## config.mk

```make
export PLATFORM = sky130hd
export DESIGN_NAME = sorted_list_merge
export DESIGN_NICKNAME = d
export VERILOG_FILES = /design/src/rtl/core/slm_pkg.sv /design/src/rtl/core/sorted_list_merge.sv
export VERILOG_INCLUDE_DIRS = /design/src /design/src/rtl/core
export SDC_FILE = /design/constraint.sdc
export NUM_CORES = 1
export LEC_CHECK = 0
export ABC_CLOCK_PERIOD_IN_PS = 15100
export BUFFER_PORTS_ARGS = -buffer_cell sky130_fd_sc_hd__clkbuf_2
export CAP_MARGIN = 15
export CORE_UTILIZATION = 65
export DETAILED_ROUTE_END_ITERATION = 6
export GPL_TIMING_DRIVEN = 0
export PLACE_DENSITY = 0.88
export REMOVE_ABC_BUFFERS = 1
export SKIP_CTS_REPAIR_TIMING = 1
export SYNTH_ARGS = -nofsm -noshare
export SYNTH_HDL_FRONTEND = slang
export SYNTH_SLANG_ARGS = --single-unit
export TNS_END_PERCENT = 1
```

## constraint.sdc

```tcl
create_clock -name clock -period 15.1 [get_ports clock]
set_input_delay 1.51 -clock clock [delete_from_list [all_inputs] [get_ports clock]]
set_output_delay 1.51 -clock clock [all_outputs]
set_load 0.01 [all_outputs]
```

## src/rtl/core/sorted_list_merge_defines.svh

```systemverilog
// Assertion macros for the sorted list merge block.
// Included by the RTL files that carry concurrent checks; depends on nothing.
`ifndef SORTED_LIST_MERGE_DEFINES_SVH
`define SORTED_LIST_MERGE_DEFINES_SVH

// Same-cycle implication, sampled on clock, masked during reset
`define SLM_CHECK_NOW(label, ante, cons, msg) \
   label: assert property (@(posedge clock) disable iff (reset) (ante) |-> (cons)) \
      else $error(msg);

// Next-cycle implication, sampled on clock, masked during reset
`define SLM_CHECK_NEXT(label, ante, cons, msg) \
   label: assert property (@(posedge clock) disable iff (reset) (ante) |=> (cons)) \
      else $error(msg);

`endif

```

## src/rtl/core/slm_pkg.sv

```systemverilog
// Shared types and codes for the sorted list merge block.
// Stand-alone package; used by sorted_list_merge.
`timescale 1ns / 1ps

package slm_pkg;

   // Request action codes
   localparam logic [1:0] ACT_PUSH_A = 2'd0;
   localparam logic [1:0] ACT_PUSH_B = 2'd1;
   localparam logic [1:0] ACT_MERGE  = 2'd2;

   localparam int unsigned ELEM_W = 32;

   // Merge sequencer states, one-hot
   typedef enum logic [2:0] {
      ST_IDLE = 3'b001,
      ST_READ = 3'b010,
      ST_PICK = 3'b100
   } state_type;

endpackage

```

## src/rtl/core/sorted_list_merge.sv

```systemverilog
// Two-way merge of two ascending lists of signed values.
// Push: a push can be taken every cycle while the block is idle.
// Merge of N held entries: each result takes a registered list read (ST_READ),
// then the shared compare (ST_PICK), which waits while the output register is stalled;
// the block takes no item until the last result is registered. An empty merge gives no result and stays idle.
// Synchronous reset clears counts, overflow flag, sequencer and output valid.
// Depends on slm_pkg and sorted_list_merge_defines.svh.
`timescale 1ns / 1ps
`include "sorted_list_merge_defines.svh"

module sorted_list_merge #(
   parameter int unsigned LIST_DEPTH = 16
) (
   input  logic               clock,
   input  logic               reset,
   // request channel
   input  logic               req_valid,
   output logic               req_stall,
   input  logic [1:0]         req_action,
   input  logic signed [31:0] req_elem_value,
   // result channel
   output logic               rsp_valid,
   input  logic               rsp_stall,
   output logic signed [31:0] rsp_merged_value,
   output logic               rsp_last_of_run,
   output logic               rsp_overflowed
);

   localparam int unsigned CNT_W = $clog2(LIST_DEPTH + 1);
   localparam int unsigned IDX_W = (LIST_DEPTH > 1) ? $clog2(LIST_DEPTH) : 1;
   localparam int unsigned REM_W = $clog2(2 * LIST_DEPTH + 1);
   localparam logic [CNT_W-1:0] DEPTH_CNT = CNT_W'(LIST_DEPTH);
   localparam logic [REM_W-1:0] REM_ONE   = REM_W'(1);

   // list stores
   logic signed [slm_pkg::ELEM_W-1:0] mem_a [LIST_DEPTH];
   logic signed [slm_pkg::ELEM_W-1:0] mem_b [LIST_DEPTH];
   logic signed [slm_pkg::ELEM_W-1:0] rd_a_ff;
   logic signed [slm_pkg::ELEM_W-1:0] rd_b_ff;

   slm_pkg::state_type state_ff, state_in;
   logic [CNT_W-1:0] count_a_ff, count_a_in;
   logic [CNT_W-1:0] count_b_ff, count_b_in;
   logic [CNT_W-1:0] ia_ff, ia_in;
   logic [CNT_W-1:0] ib_ff, ib_in;
   logic [REM_W-1:0] rem_ff, rem_in;
   logic             overflow_ff, overflow_in;

   logic                              rsp_valid_ff, rsp_valid_in;
   logic signed [slm_pkg::ELEM_W-1:0] rsp_value_ff, rsp_value_in;
   logic                              rsp_last_ff, rsp_last_in;
   logic                              rsp_ovf_ff, rsp_ovf_in;

   logic             req_take;
   logic             out_free;
   logic             a_avail, b_avail, a_lt_b, take_a;
   logic             push_a, push_b;
   logic [REM_W-1:0] total;

   assign req_stall = (state_ff != slm_pkg::ST_IDLE);
   assign req_take  = req_valid && !req_stall;
   assign out_free  = !rsp_valid_ff || !rsp_stall;

   assign push_a = req_take && (req_action == slm_pkg::ACT_PUSH_A) && (count_a_ff < DEPTH_CNT);
   assign push_b = req_take && (req_action == slm_pkg::ACT_PUSH_B) && (count_b_ff < DEPTH_CNT);
   assign total  = REM_W'(count_a_ff) + REM_W'(count_b_ff);

   // shared compare unit: pick the list head that goes out next
   assign a_avail = ia_ff < count_a_ff;
   assign b_avail = ib_ff < count_b_ff;
   assign a_lt_b  = rd_a_ff < rd_b_ff;
   assign take_a  = a_avail && (!b_avail || a_lt_b);

   // write pushes, read the current heads
   always_ff @(posedge clock) begin
      if (push_a) begin
         mem_a[count_a_ff[IDX_W-1:0]] <= req_elem_value;
      end
      if (push_b) begin
         mem_b[count_b_ff[IDX_W-1:0]] <= req_elem_value;
      end
      rd_a_ff <= mem_a[ia_ff[IDX_W-1:0]];
      rd_b_ff <= mem_b[ib_ff[IDX_W-1:0]];
   end

   // sequencer and list bookkeeping
   always_comb begin
      state_in     = state_ff;
      count_a_in   = count_a_ff;
      count_b_in   = count_b_ff;
      ia_in        = ia_ff;
      ib_in        = ib_ff;
      rem_in       = rem_ff;
      overflow_in  = overflow_ff;
      rsp_valid_in = rsp_valid_ff && rsp_stall;
      rsp_value_in = rsp_value_ff;
      rsp_last_in  = rsp_last_ff;
      rsp_ovf_in   = rsp_ovf_ff;

      case (state_ff)
         slm_pkg::ST_IDLE: begin
            if (req_take) begin
               case (req_action)
                  slm_pkg::ACT_PUSH_A: begin
                     if (push_a) begin
                        count_a_in = count_a_ff + CNT_W'(1);
                     end else begin
                        overflow_in = 1'b1;
                     end
                  end
                  slm_pkg::ACT_PUSH_B: begin
                     if (push_b) begin
                        count_b_in = count_b_ff + CNT_W'(1);
                     end else begin
                        overflow_in = 1'b1;
                     end
                  end
                  slm_pkg::ACT_MERGE: begin
                     ia_in  = '0;
                     ib_in  = '0;
                     rem_in = total;
                     if (total == '0) begin
                        overflow_in = 1'b0;
                     end else begin
                        state_in = slm_pkg::ST_READ;
                     end
                  end
                  default: begin
                     // unused code: drop
                  end
               endcase
            end
         end
         slm_pkg::ST_READ: begin
            state_in = slm_pkg::ST_PICK;
         end
         slm_pkg::ST_PICK: begin
            // hold until the output register can take the item
            if (out_free) begin
               rsp_valid_in = 1'b1;
               rsp_value_in = take_a ? rd_a_ff : rd_b_ff;
               rsp_last_in  = (rem_ff == REM_ONE);
               rsp_ovf_in   = overflow_ff;
               ia_in        = ia_ff + CNT_W'(take_a);
               ib_in        = ib_ff + CNT_W'(!take_a);
               rem_in       = rem_ff - REM_ONE;
               if (rem_ff == REM_ONE) begin
                  state_in    = slm_pkg::ST_IDLE;
                  count_a_in  = '0;
                  count_b_in  = '0;
                  overflow_in = 1'b0;
               end else begin
                  state_in = slm_pkg::ST_READ;
               end
            end
         end
         default: begin
            state_in = slm_pkg::ST_IDLE;
         end
      endcase
   end

   // control registers
   always_ff @(posedge clock) begin
      if (reset) begin
         state_ff     <= slm_pkg::ST_IDLE;
         count_a_ff   <= '0;
         count_b_ff   <= '0;
         overflow_ff  <= 1'b0;
         rsp_valid_ff <= 1'b0;
      end else begin
         state_ff     <= state_in;
         count_a_ff   <= count_a_in;
         count_b_ff   <= count_b_in;
         overflow_ff  <= overflow_in;
         rsp_valid_ff <= rsp_valid_in;
      end
   end

   // indices and output payload
   always_ff @(posedge clock) begin
      ia_ff        <= ia_in;
      ib_ff        <= ib_in;
      rem_ff       <= rem_in;
      rsp_value_ff <= rsp_value_in;
      rsp_last_ff  <= rsp_last_in;
      rsp_ovf_ff   <= rsp_ovf_in;
   end

   assign rsp_valid        = rsp_valid_ff;
   assign rsp_merged_value = rsp_value_ff;
   assign rsp_last_of_run  = rsp_last_ff;
   assign rsp_overflowed   = rsp_ovf_ff;

   // checks
   `SLM_CHECK_NOW(a_cnt_bound, 1'b1, (count_a_ff <= DEPTH_CNT) && (count_b_ff <= DEPTH_CNT), "list count beyond depth")
   `SLM_CHECK_NOW(a_pick_rem, state_ff == slm_pkg::ST_PICK, (rem_ff != '0) && (a_avail || b_avail), "pick with nothing left")
   `SLM_CHECK_NEXT(a_last_done, (state_ff == slm_pkg::ST_PICK) && out_free && (rem_ff == REM_ONE), (state_ff == slm_pkg::ST_IDLE) && (count_a_ff == '0) && (count_b_ff == '0) && rsp_valid_ff && rsp_last_ff, "merge did not close")
   `SLM_CHECK_NEXT(a_empty_merge, req_take && (req_action == slm_pkg::ACT_MERGE) && (total == '0), (state_ff == slm_pkg::ST_IDLE) && !overflow_ff, "empty merge left state")

endmodule
```

; After elaboration in Yosys (flattened, before gate mapping)
; Memory sizes are Yosys's and may differ from the RTL's. A register that Yosys moved wholly into a read port is not among the register bits.
; Index checks and enable logic that the tools add are counted.
[op_classes]
n_mux = 41
n_eq_ne = 20
magnitude_cmp = 5
reduce_logical = 23
add_sub_neg = 6
[ops]
columns = op, count
row1 = $mux 5, 12
row2 = $pmux 5 s2, 4
row3 = $lt 32x32->1, 1
row4 = $mux 32, 1
row5 = $mux 6, 3
row6 = $ne 2x2->1 const B, 8
row7 = $mux 1, 12
row8 = $mux 3, 4
row9 = $pmux 6 s2, 1
row10 = $reduce_and 6->1, 2
row11 = $add 5x1->5, 2
row12 = $add 5x1->5 const B, 2
row13 = $lt 5x5->1, 2
row14 = $lt 5x5->1 const B, 2
row15 = $ne 3x3->1 const B, 3
row16 = $pmux 3 s3, 1
row17 = $reduce_and 4->1, 2
row18 = $reduce_and 8->1, 1
row19 = $logic_and 1x1->1, 7
row20 = $add 5x5->6, 1
row21 = $eq 6x1->1 const B, 1
row22 = $logic_not 6->1, 1
row23 = $sub 6x1->6 const B, 1
row24 = $logic_not 1->1, 5
row25 = 15 further kinds, 16
[totals]
mem_bits_rw = 1024
output_inout_bits = 36
n_memories = 2
inputBits = 38
wordCells = 108
reg_bits = 65
[memory_table]
columns = name, words, word_bits, rd, rd_clocked_by_memory_dff, write_ports, line_no
row1 = mem_a, 16, 32, 1, 1, 1, sorted_list_merge.sv:36  ; logic signed [slm_pkg::ELEM_W-1:0] mem_a [LIST_DEPTH];
row2 = mem_b, 16, 32, 1, 1, 1, sorted_list_merge.sv:37  ; logic signed [slm_pkg::ELEM_W-1:0] mem_b [LIST_DEPTH];

; Longest topological paths before layout
; Gate-level depths: netlist (run 1).
[depth]
ltp_word = 9
ltp_mapped = 15
mapped_depth_nobuf = 14

; Worst setup path after synthesis (run 1)
; OpenSTA, ideal clock, no wires.
[synth_path]
path_type = input port to flip-flop
startpoint = in req_action[0]
endpoint = mem mem_a[2][0] in the netlist's numbering, enable pin
setup_time_ps = 501
n_path_buf = 2
t_arrival_ps = 5435
path_stages = 4
slack_ps = 9164
required_time_ps = 14599
path_cell_list = or4_1 > buf_2 > buf_1 > nor4_1
[synth_between]
elab_chain_len = 5
[synth_lines]
columns = element, line_no
row1 = start: declaration, sorted_list_merge.sv:19  ; input logic [1:0] req_action,
row2 = $logic_not 2->1, sorted_list_merge.sv:64  ; assign push_a = req_take && (req_action == slm_pkg::ACT_PUSH_A) && (count_a_ff < DEPTH_CNT);
row3 = $logic_and 1x1->1 (2 in series), sorted_list_merge.sv:64
row4 = $mux 1, sorted_list_merge.sv:76  ; if (push_a) begin
row5 = $mux 1 (not written as such), sorted_list_merge.sv:77  ; mem_a[count_a_ff[IDX_W-1:0]] <= req_elem_value;
row6 = end: declaration, sorted_list_merge.sv:36
; Every way passes these cells.

; Final worst setup path (run 1)
[layout_path]
startpoint = reg rd_b_ff[1] in the netlist's numbering, read port of mem_b
endpoint = reg ia_ff[4] (data pin)
[layout_between]
elab_chain_len = 6
[layout_lines]
columns = element, line_no
row1 = start: declaration, sorted_list_merge.sv:39  ; logic signed [slm_pkg::ELEM_W-1:0] rd_b_ff;
row2 = $lt 32x32->1, sorted_list_merge.sv:71  ; assign a_lt_b = rd_a_ff < rd_b_ff;
row3 = $logic_or 1x1->1, sorted_list_merge.sv:72  ; assign take_a = a_avail && (!b_avail || a_lt_b);
row4 = $logic_and 1x1->1, sorted_list_merge.sv:72
row5 = $add 5x1->5, sorted_list_merge.sv:144  ; ia_in = ia_ff + CNT_W'(take_a);
row6 = $mux 5, sorted_list_merge.sv:139  ; if (out_free) begin
row7 = $pmux 5 s2, sorted_list_merge.sv:100  ; case (state_ff)
row8 = end signal: assignment, sorted_list_merge.sv:182  ; ia_ff <= ia_in;
row9 = end: declaration, sorted_list_merge.sv:44  ; logic [CNT_W-1:0] ia_ff, ia_in;
; Every way passes these cells. The select of a mux whose other input is x is not followed.
; A chain may end at the register's enable or synchronous reset.

==> results.md, run 1 <==
* First DRT Iteration DRCs at 3718
* Cell Pwr Density at 137 nW/um^2
* Total iterations of the first detailed-routing run at 5
* Worst min-delay path endpoint: rsp_overflowed$_DFFE_PP_
* Sw Ratio at 23.0%
* CTS tree: yes
* Non-filler instance count after layout at 3131
* Kind of capture point of the worst setup path: flop
* Stage delay of the slowest cell on the critical path at 950 ps
* Mapped Cells at 1927
* Worst-case hold slack at 486 ps
* Worst reg2reg setup slack at 10460 ps
* Start point of the worst hold path: overflow_ff$_SDFFE_PP0P_
* Layout-stage area growth over the synthesis result at 16.9%
* Count of flip-flops with a built-in enable after synthesis at 1074
* Dominant cell by count in the synthesized netlist: edfxtp_1
* Average detailed-routed wire length per instance at 39.7 um
* Worst hold stages at 0
* Min cycle time layout at 4640 ps
* Flip-flop and latch count after synthesis at 1153
* Io pins at 74
* Achievable frequency at 0.216 GHz
* Synth top area cells: edfxtp_1 73%, mux4_2 16%, dfxtp_1 3.6%
* Initial Utilization at 66.3%
* Clock transition at the registers of the reported paths at 70 ps
* Final clock skew at 23.9 ps
* Final cell utilization of the core at 77.5%
* Total Routing Usage GR at 37.7%
* Data required, critical path at 15500 ps
* Vert. Die Dim at 262 um
* Count of final max-slew check failures at 0
* Total congestion overflow at 0
* Logic depth of the worst register-to-register path at 13
* Capturing point of the worst reg2reg path: ia_ff[4]$_SDFFCE_PN0P_
* Share of total power in the clock network at 40.8%
* Number of synthesis warnings at 0
* Result of the run: complete, no violations
* Startpoint of the lowest-slack register-to-register path: rd_b_ff[1]$_DFF_P_
* Top flip-flop cell by instance count after synthesis: edfxtp_1
* Chain of cells forming the critical path: inv_1 -> ha_1 -> a2111oi_0 -> or4_1 -> a31oi_1 -> o211ai_1 -> nand3_2 -> inv_2 -> ha_1 -> ha_1 -> nand3_1 -> xor2_1 -> nor2_1
* Crit Path Class: flop to flop
* Worst endpoint data arrival time at 5040 ps
* Clock tree sinks at 1153
* Routability cong. at 0.825
* Mapped Area at 44000 um^2
* DRC violations left at 0
* Clock buffers created by TritonCTS at 107
* Area of the core at 66300 um^2
* Placed cells at 2925
* Detail-routed via count per cell at 7.41
* Clock tree buffer depth at 3
* Mapped Avg Cell Area at 22.8 um^2
* Cell type of the slowest stage on the worst timing path: inv_2
* Post-layout instance area at 51400 um^2
* Maximum vdd drop at 119 uV
* Buf+Inv Stages, Crit Path at 2
* Final clock period utilization by the worst path at 30.7%
* Ys async rst share at 0%
* Std-Cell Rows at 94
* Leading cell types by count after synthesis: 1074 x edfxtp_1, 320 x mux4_2, 79 x dfxtp_1
* Crit path max fanout at 33
* Die area at 68700 um^2
* Clk_lat worst skew at 690 ps
* Cell type group with the largest total delay on the critical path: compound AO/OA/AOI/OAI gates
* P_int at 5.43 mW
* HPWL after DPL at 71600 um
* Yosys top cell area share at 73.3%
* Maximum number of pins on one net before global-route repair at 34
* Wire length of the first global-routing pass at 176000 um
* Pleak at 16.9 nW
* Number of global-route vias before repair at 24000
* Final count of hold timing violations at 0
* Number of H-tree branching levels at 3
* # port buffers at 73
* Via total after detailed routing at 23200
* Worst min-delay path class: flop to flop
* Transition at the pin with the smallest max-transition slack at 1280 ps
* Number of nets with antenna violations after detailed routing at 0
* Sum of routed wire length over all layers at 124000 um
* Dominant cell type by area after synthesis: edfxtp_1
* Total power at 7.05 mW
* Final Worst Setup Slack at 10460 ps
* Unique cell type count in the Yosys netlist at 54
* Setup TNS at 0 ps
* Seq/Total Area, Yosys at 76.9%
* Setup-violating endpoint count in the final report at 0
* Setup repair after global routing missed its margin: no
* Count of max-cap constraint violations at 0
* Post-placement cell area at 47700 um^2
* Root buf cell: clkbuf_16
* Width of the chip at 262 um
* Sw Pwr at 1.62 mW
* Cell seen most often among critical-path stages: ha_1
* Max transition margin at 14.7%
* Register share of total power at 51.2%
* Post-Place Worst Slack at 10540 ps
* Kind of start point of the critical path: flop
* Final Net Count at 2268
* Number of antenna violations at the first check in global routing at 2
* Combinational power share at 8.0%
* Fraction of final layout cells with drive strength greater than 1 at 33.5%
[how the worst max path moves through the flow]
stage	startpoint	endpoint	slack, ps	depth (start not counted)
after floorplan	ib_ff[0]$_SDFFCE_PN0P_	ia_ff[4]$_SDFFCE_PN0P_	7810	12
final	rd_b_ff[1]$_DFF_P_	ia_ff[4]$_SDFFCE_PN0P_	10460	13
after global placement	req_valid	mem_a[0][3]$_DFFE_PP_	4450	4
after global routing	ia_ff[1]$_SDFFCE_PN0P_	ia_ff[4]$_SDFFCE_PN0P_	10180	12
after detailed placement	req_valid	mem_a[10][21]$_DFFE_PP_	10540	7
after CTS	ia_ff[1]$_SDFFCE_PN0P_	ia_ff[4]$_SDFFCE_PN0P_	10550	12
[power groups by stage]
| stage | Combinational (mW) | Sequential, mW | Clock, mW |
|---|---|---|---|
| floorplan | 0.288 | 3.69 | 0 |
| global placement | 0.412 | 3.73 | 0 |
| detailed placement | 0.525 | 3.67 | 0 |
| CTS | 0.555 | 3.61 | 2.87 |
| global route | 0.585 | 3.61 | 2.98 |
| finish | 0.564 | 3.61 | 2.87 |
[layout make-up]
class                   instances  area, um^2
clock buffers                 138        2940
inverters                      58         218
clock inverters                65         769
diodes                          2        5.00
multi-input cells             632        9790
fillers                      2934       14900
repair buffers                219        2760
flip-flops and latches       1153       33800
well taps                     864        1080
[cells by family (layout without fill, tap and decap cells)]
family	after synthesis	after routing	share of synthesized area, %
AOI/OAI and AO/OA	66	66	0.970
xor gates and xnor gates	19	19	0.378
adders and majority gates	59	59	1.70
buffers and inverters	142	480	1.30
DFF	1153	1153	76.9
muxes	353	353	17.2
other	0	2	0
and+or+nand+nor	135	135	1.50
[sequential cells by signal, summed over array words and instances, names as in the netlist]
register          count
mem_a               512
mem_b               512
rd_a_ff              32
rd_b_ff              32
rsp_merged_value     32
rem_ff                6
count_a_ff            5
count_b_ff            5
ia_ff                 5
ib_ff                 5
state_ff              3
overflow_ff           1
rsp_last_of_run       1
rsp_overflowed        1
rsp_valid             1
[placed cells by master, fill, tap and decap left out, types with 32 or more instances in the layout]
cell type / Yosys / final
mux2_1: 32 / 32
mux4_2: 320 / 320
inv_1: 55 / 55
clkbuf_2: 0 / 73
ha_1: 58 / 58
edfxtp_1: 1074 / 1074
nor2_1: 49 / 33
buf_6: 0 / 43
buf_16: 0 / 47
clkbuf_16: 0 / 107
dfxtp_1: 79 / 79
buf_4: 0 / 39
[per-layer routing]
layer,routed length [um],vias to the layer above,GRT usage [%]
met2,59700,2359,59.2
met3,16300,533,8.31
met4,8610,0,22.9
met1,39600,11700,49.0
met5,0,-,0
li1,-,8577,-
(Power assumes the default switching activity.)
==> inputs of run 2 (changes only) <==
ABC_CLOCK_PERIOD_IN_PS = 4400   (was 15100)
CORE_UTILIZATION = 62   (was 65)
PLACE_DENSITY = 0.85   (was 0.88)
clock period = 4.4 ns   (was 15.1 ns; I/O delays follow)
==> run 2 against run 1 <==
Effect of this change: the flow now finishes with violations (setup timing); global-route usage shrank 0.20 points; register-to-register slack got worse by 11000 ps; clock power grew to 3.4 times the previous value; sequential share of layout area fell by 0.45 points; die area increased by 4.8%; sequential cell count stayed put; critical path depth is 1 higher.
==> results.md, run 2 (synthesis results as in run 1) <==
* Number of global-route vias before repair at 24000
* Fill count at 3344
* Cell type of the slowest stage on the worst timing path: a211oi_1
* Number of nets with antenna violations after detailed routing at 0
* Width of the chip at 268 um
* CTS tree: yes
* Result of the run: finished, violations left
* Post-layout instance area at 51800 um^2
* Setup repair after global routing missed its margin: no
* Post-Place Worst Slack at -94.7 ps
* Post-placement cell area at 48000 um^2
* Final clock skew at 17.7 ps
* Global routing met2 resource utilization at 57.2%
* Most frequent standard cell in the layout excluding fill and tap cells: edfxtp_1
* Total congestion overflow at 0
* Maximum number of pins on one net before global-route repair at 34
* Maximum vdd drop at 339 uV
* Average detailed-routed wire length per instance at 40.7 um
* Layout-stage area growth over the synthesis result at 17.7%
* Vert. Die Dim at 268 um
* Sum of routed wire length over all layers at 131000 um
* Count of final max-slew check failures at 0
* Setup-violating endpoint count in the final report at 1
* Worst min-delay path class: input pin to flop
* Clk_lat worst skew at 680 ps
* Area of the core at 70100 um^2
* Fraction of final layout cells with drive strength greater than 1 at 33.4%
* Routability cong. at 0.806
* Clock buffers created by TritonCTS at 105
* Data required, critical path at 4780 ps
* Pleak at 17.0 nW
* Wire length of the first global-routing pass at 183000 um
* # port buffers at 73
* Min cycle time layout at 4520 ps
* Clock transition at the registers of the reported paths at 80 ps
* Achievable frequency at 0.221 GHz
* Worst endpoint data arrival time at 4900 ps
* Root buf cell: clkbuf_16
* Count of max-cap constraint violations at 0
* Global routing usage on met1 at 49.4%
* Number of H-tree branching levels at 3
* Die area at 72000 um^2
* HPWL after DPL at 73600 um
* Total power at 24.3 mW
* Placed cells at 3010
* Initial Utilization at 62.7%
* Chain of cells forming the critical path: inv_1 -> ha_1 -> nand2_1 -> nor2_1 -> a211oi_1 -> o211ai_1 -> o211ai_1 -> nand3_2 -> inv_8 -> ha_1 -> ha_1 -> nand3_1 -> xor2_1 -> nor2_1
* Detail-routed via count per cell at 7.42
* Clock tree buffer depth at 3
* Total iterations of the first detailed-routing run at 6
* Final clock period utilization by the worst path at 103%
* Failing checks: setup timing
* Met3 Resource Use GR at 10.3%
* Kind of start point of the critical path: flop
* Kind of capture point of the worst setup path: flop
* Non-filler instance count after layout at 3220
* Cell seen most often among critical-path stages: ha_1
* Cell Pwr Density at 469 nW/um^2
* Setup TNS at -118 ps
* Final Worst Setup Slack at -118 ps
* Io pins at 74
* DRC violations left at 0
* Crit path max fanout at 33
* First DRT Iteration DRCs at 4582
* Final Net Count at 2280
* Transition at the pin with the smallest max-transition slack at 1230 ps
* Clock tree sinks at 1153
* Stage delay of the slowest cell on the critical path at 880 ps
* Leading cell types in the layout, fill and taps excluded: 1074 x edfxtp_1, 320 x mux4_2, 109 x clkbuf_16, 79 x dfxtp_1, 73 x clkbuf_2
* Crit Path Class: flop to flop
* Number of antenna violations at the first check in global routing at 4
* Max transition margin at 17.3%
* Total Routing Usage GR at 37.5%
* Via total after detailed routing at 23900
* Final count of hold timing violations at 0
* Std-Cell Rows at 97
* Most used routing layer in global routing: met2
## run 2: routing by layer
metal | wire, um | vias to the layer above
met3 | 19300 | 595
met4 | 8870 | 4
li1 | - | 8605
met2 | 61000 | 2681
met1 | 41900 | 12000
met5 | 96 | -
## run 2: cell type report
class                      count  area [um^2]  share of cell area [%]
sequential                  1153        33800                    65.4
multi-input combinational    632         9800                    18.9
timing repair buffer         233         3060                    5.91
clock buffer                 137         2910                    5.63
tap                          940         1180                    2.27
clock inverter                61          741                    1.43
inverter                      58          225                   0.435
antenna                        6         15.0                  0.0290
## run 2: through the flow
| step | hold WS, ps | util [%] |
|---|---|---|
| floorplan | 408 | - |
| global placement | 429 | 64.4 |
| detailed placement | 432 | 68.5 |
| CTS | -15.2 | 73.7 |
| global route | 24.3 | 73.8 |
| finish | 7.93 | 73.8 |
## run 2: final timing paths
check	start	end	slack, ps	cells after the start
worst min register to register	overflow_ff$_SDFFE_PP0P_	rsp_overflowed$_DFFE_PP_	450	0
worst max register to register	rd_b_ff[27]$_DFF_P_	ia_ff[4]$_SDFFCE_PN0P_	-120	14
worst max-delay path	rd_b_ff[27]$_DFF_P_	ia_ff[4]$_SDFFCE_PN0P_	-120	14
worst min-delay path	reset	rsp_valid$_SDFF_PP0_	8	2
## run 2: critical path, delay by kind of cell (launching register included)
kind / cells / cell delay, ps
xor+xnor: 1 / 190
fa+ha+maj: 3 / 880
simple gates: 5 / 620
buf+inv: 2 / 540
flops: 1 / 430
compound gates: 3 / 1540
## run 2: where the power goes
group / internal, mW / total, mW / switching, mW
Sequential: 12.2 / 12.4 / 0.193
Combinational: 0.861 / 2.02 / 1.16
Clock: 5.67 / 9.88 / 4.21
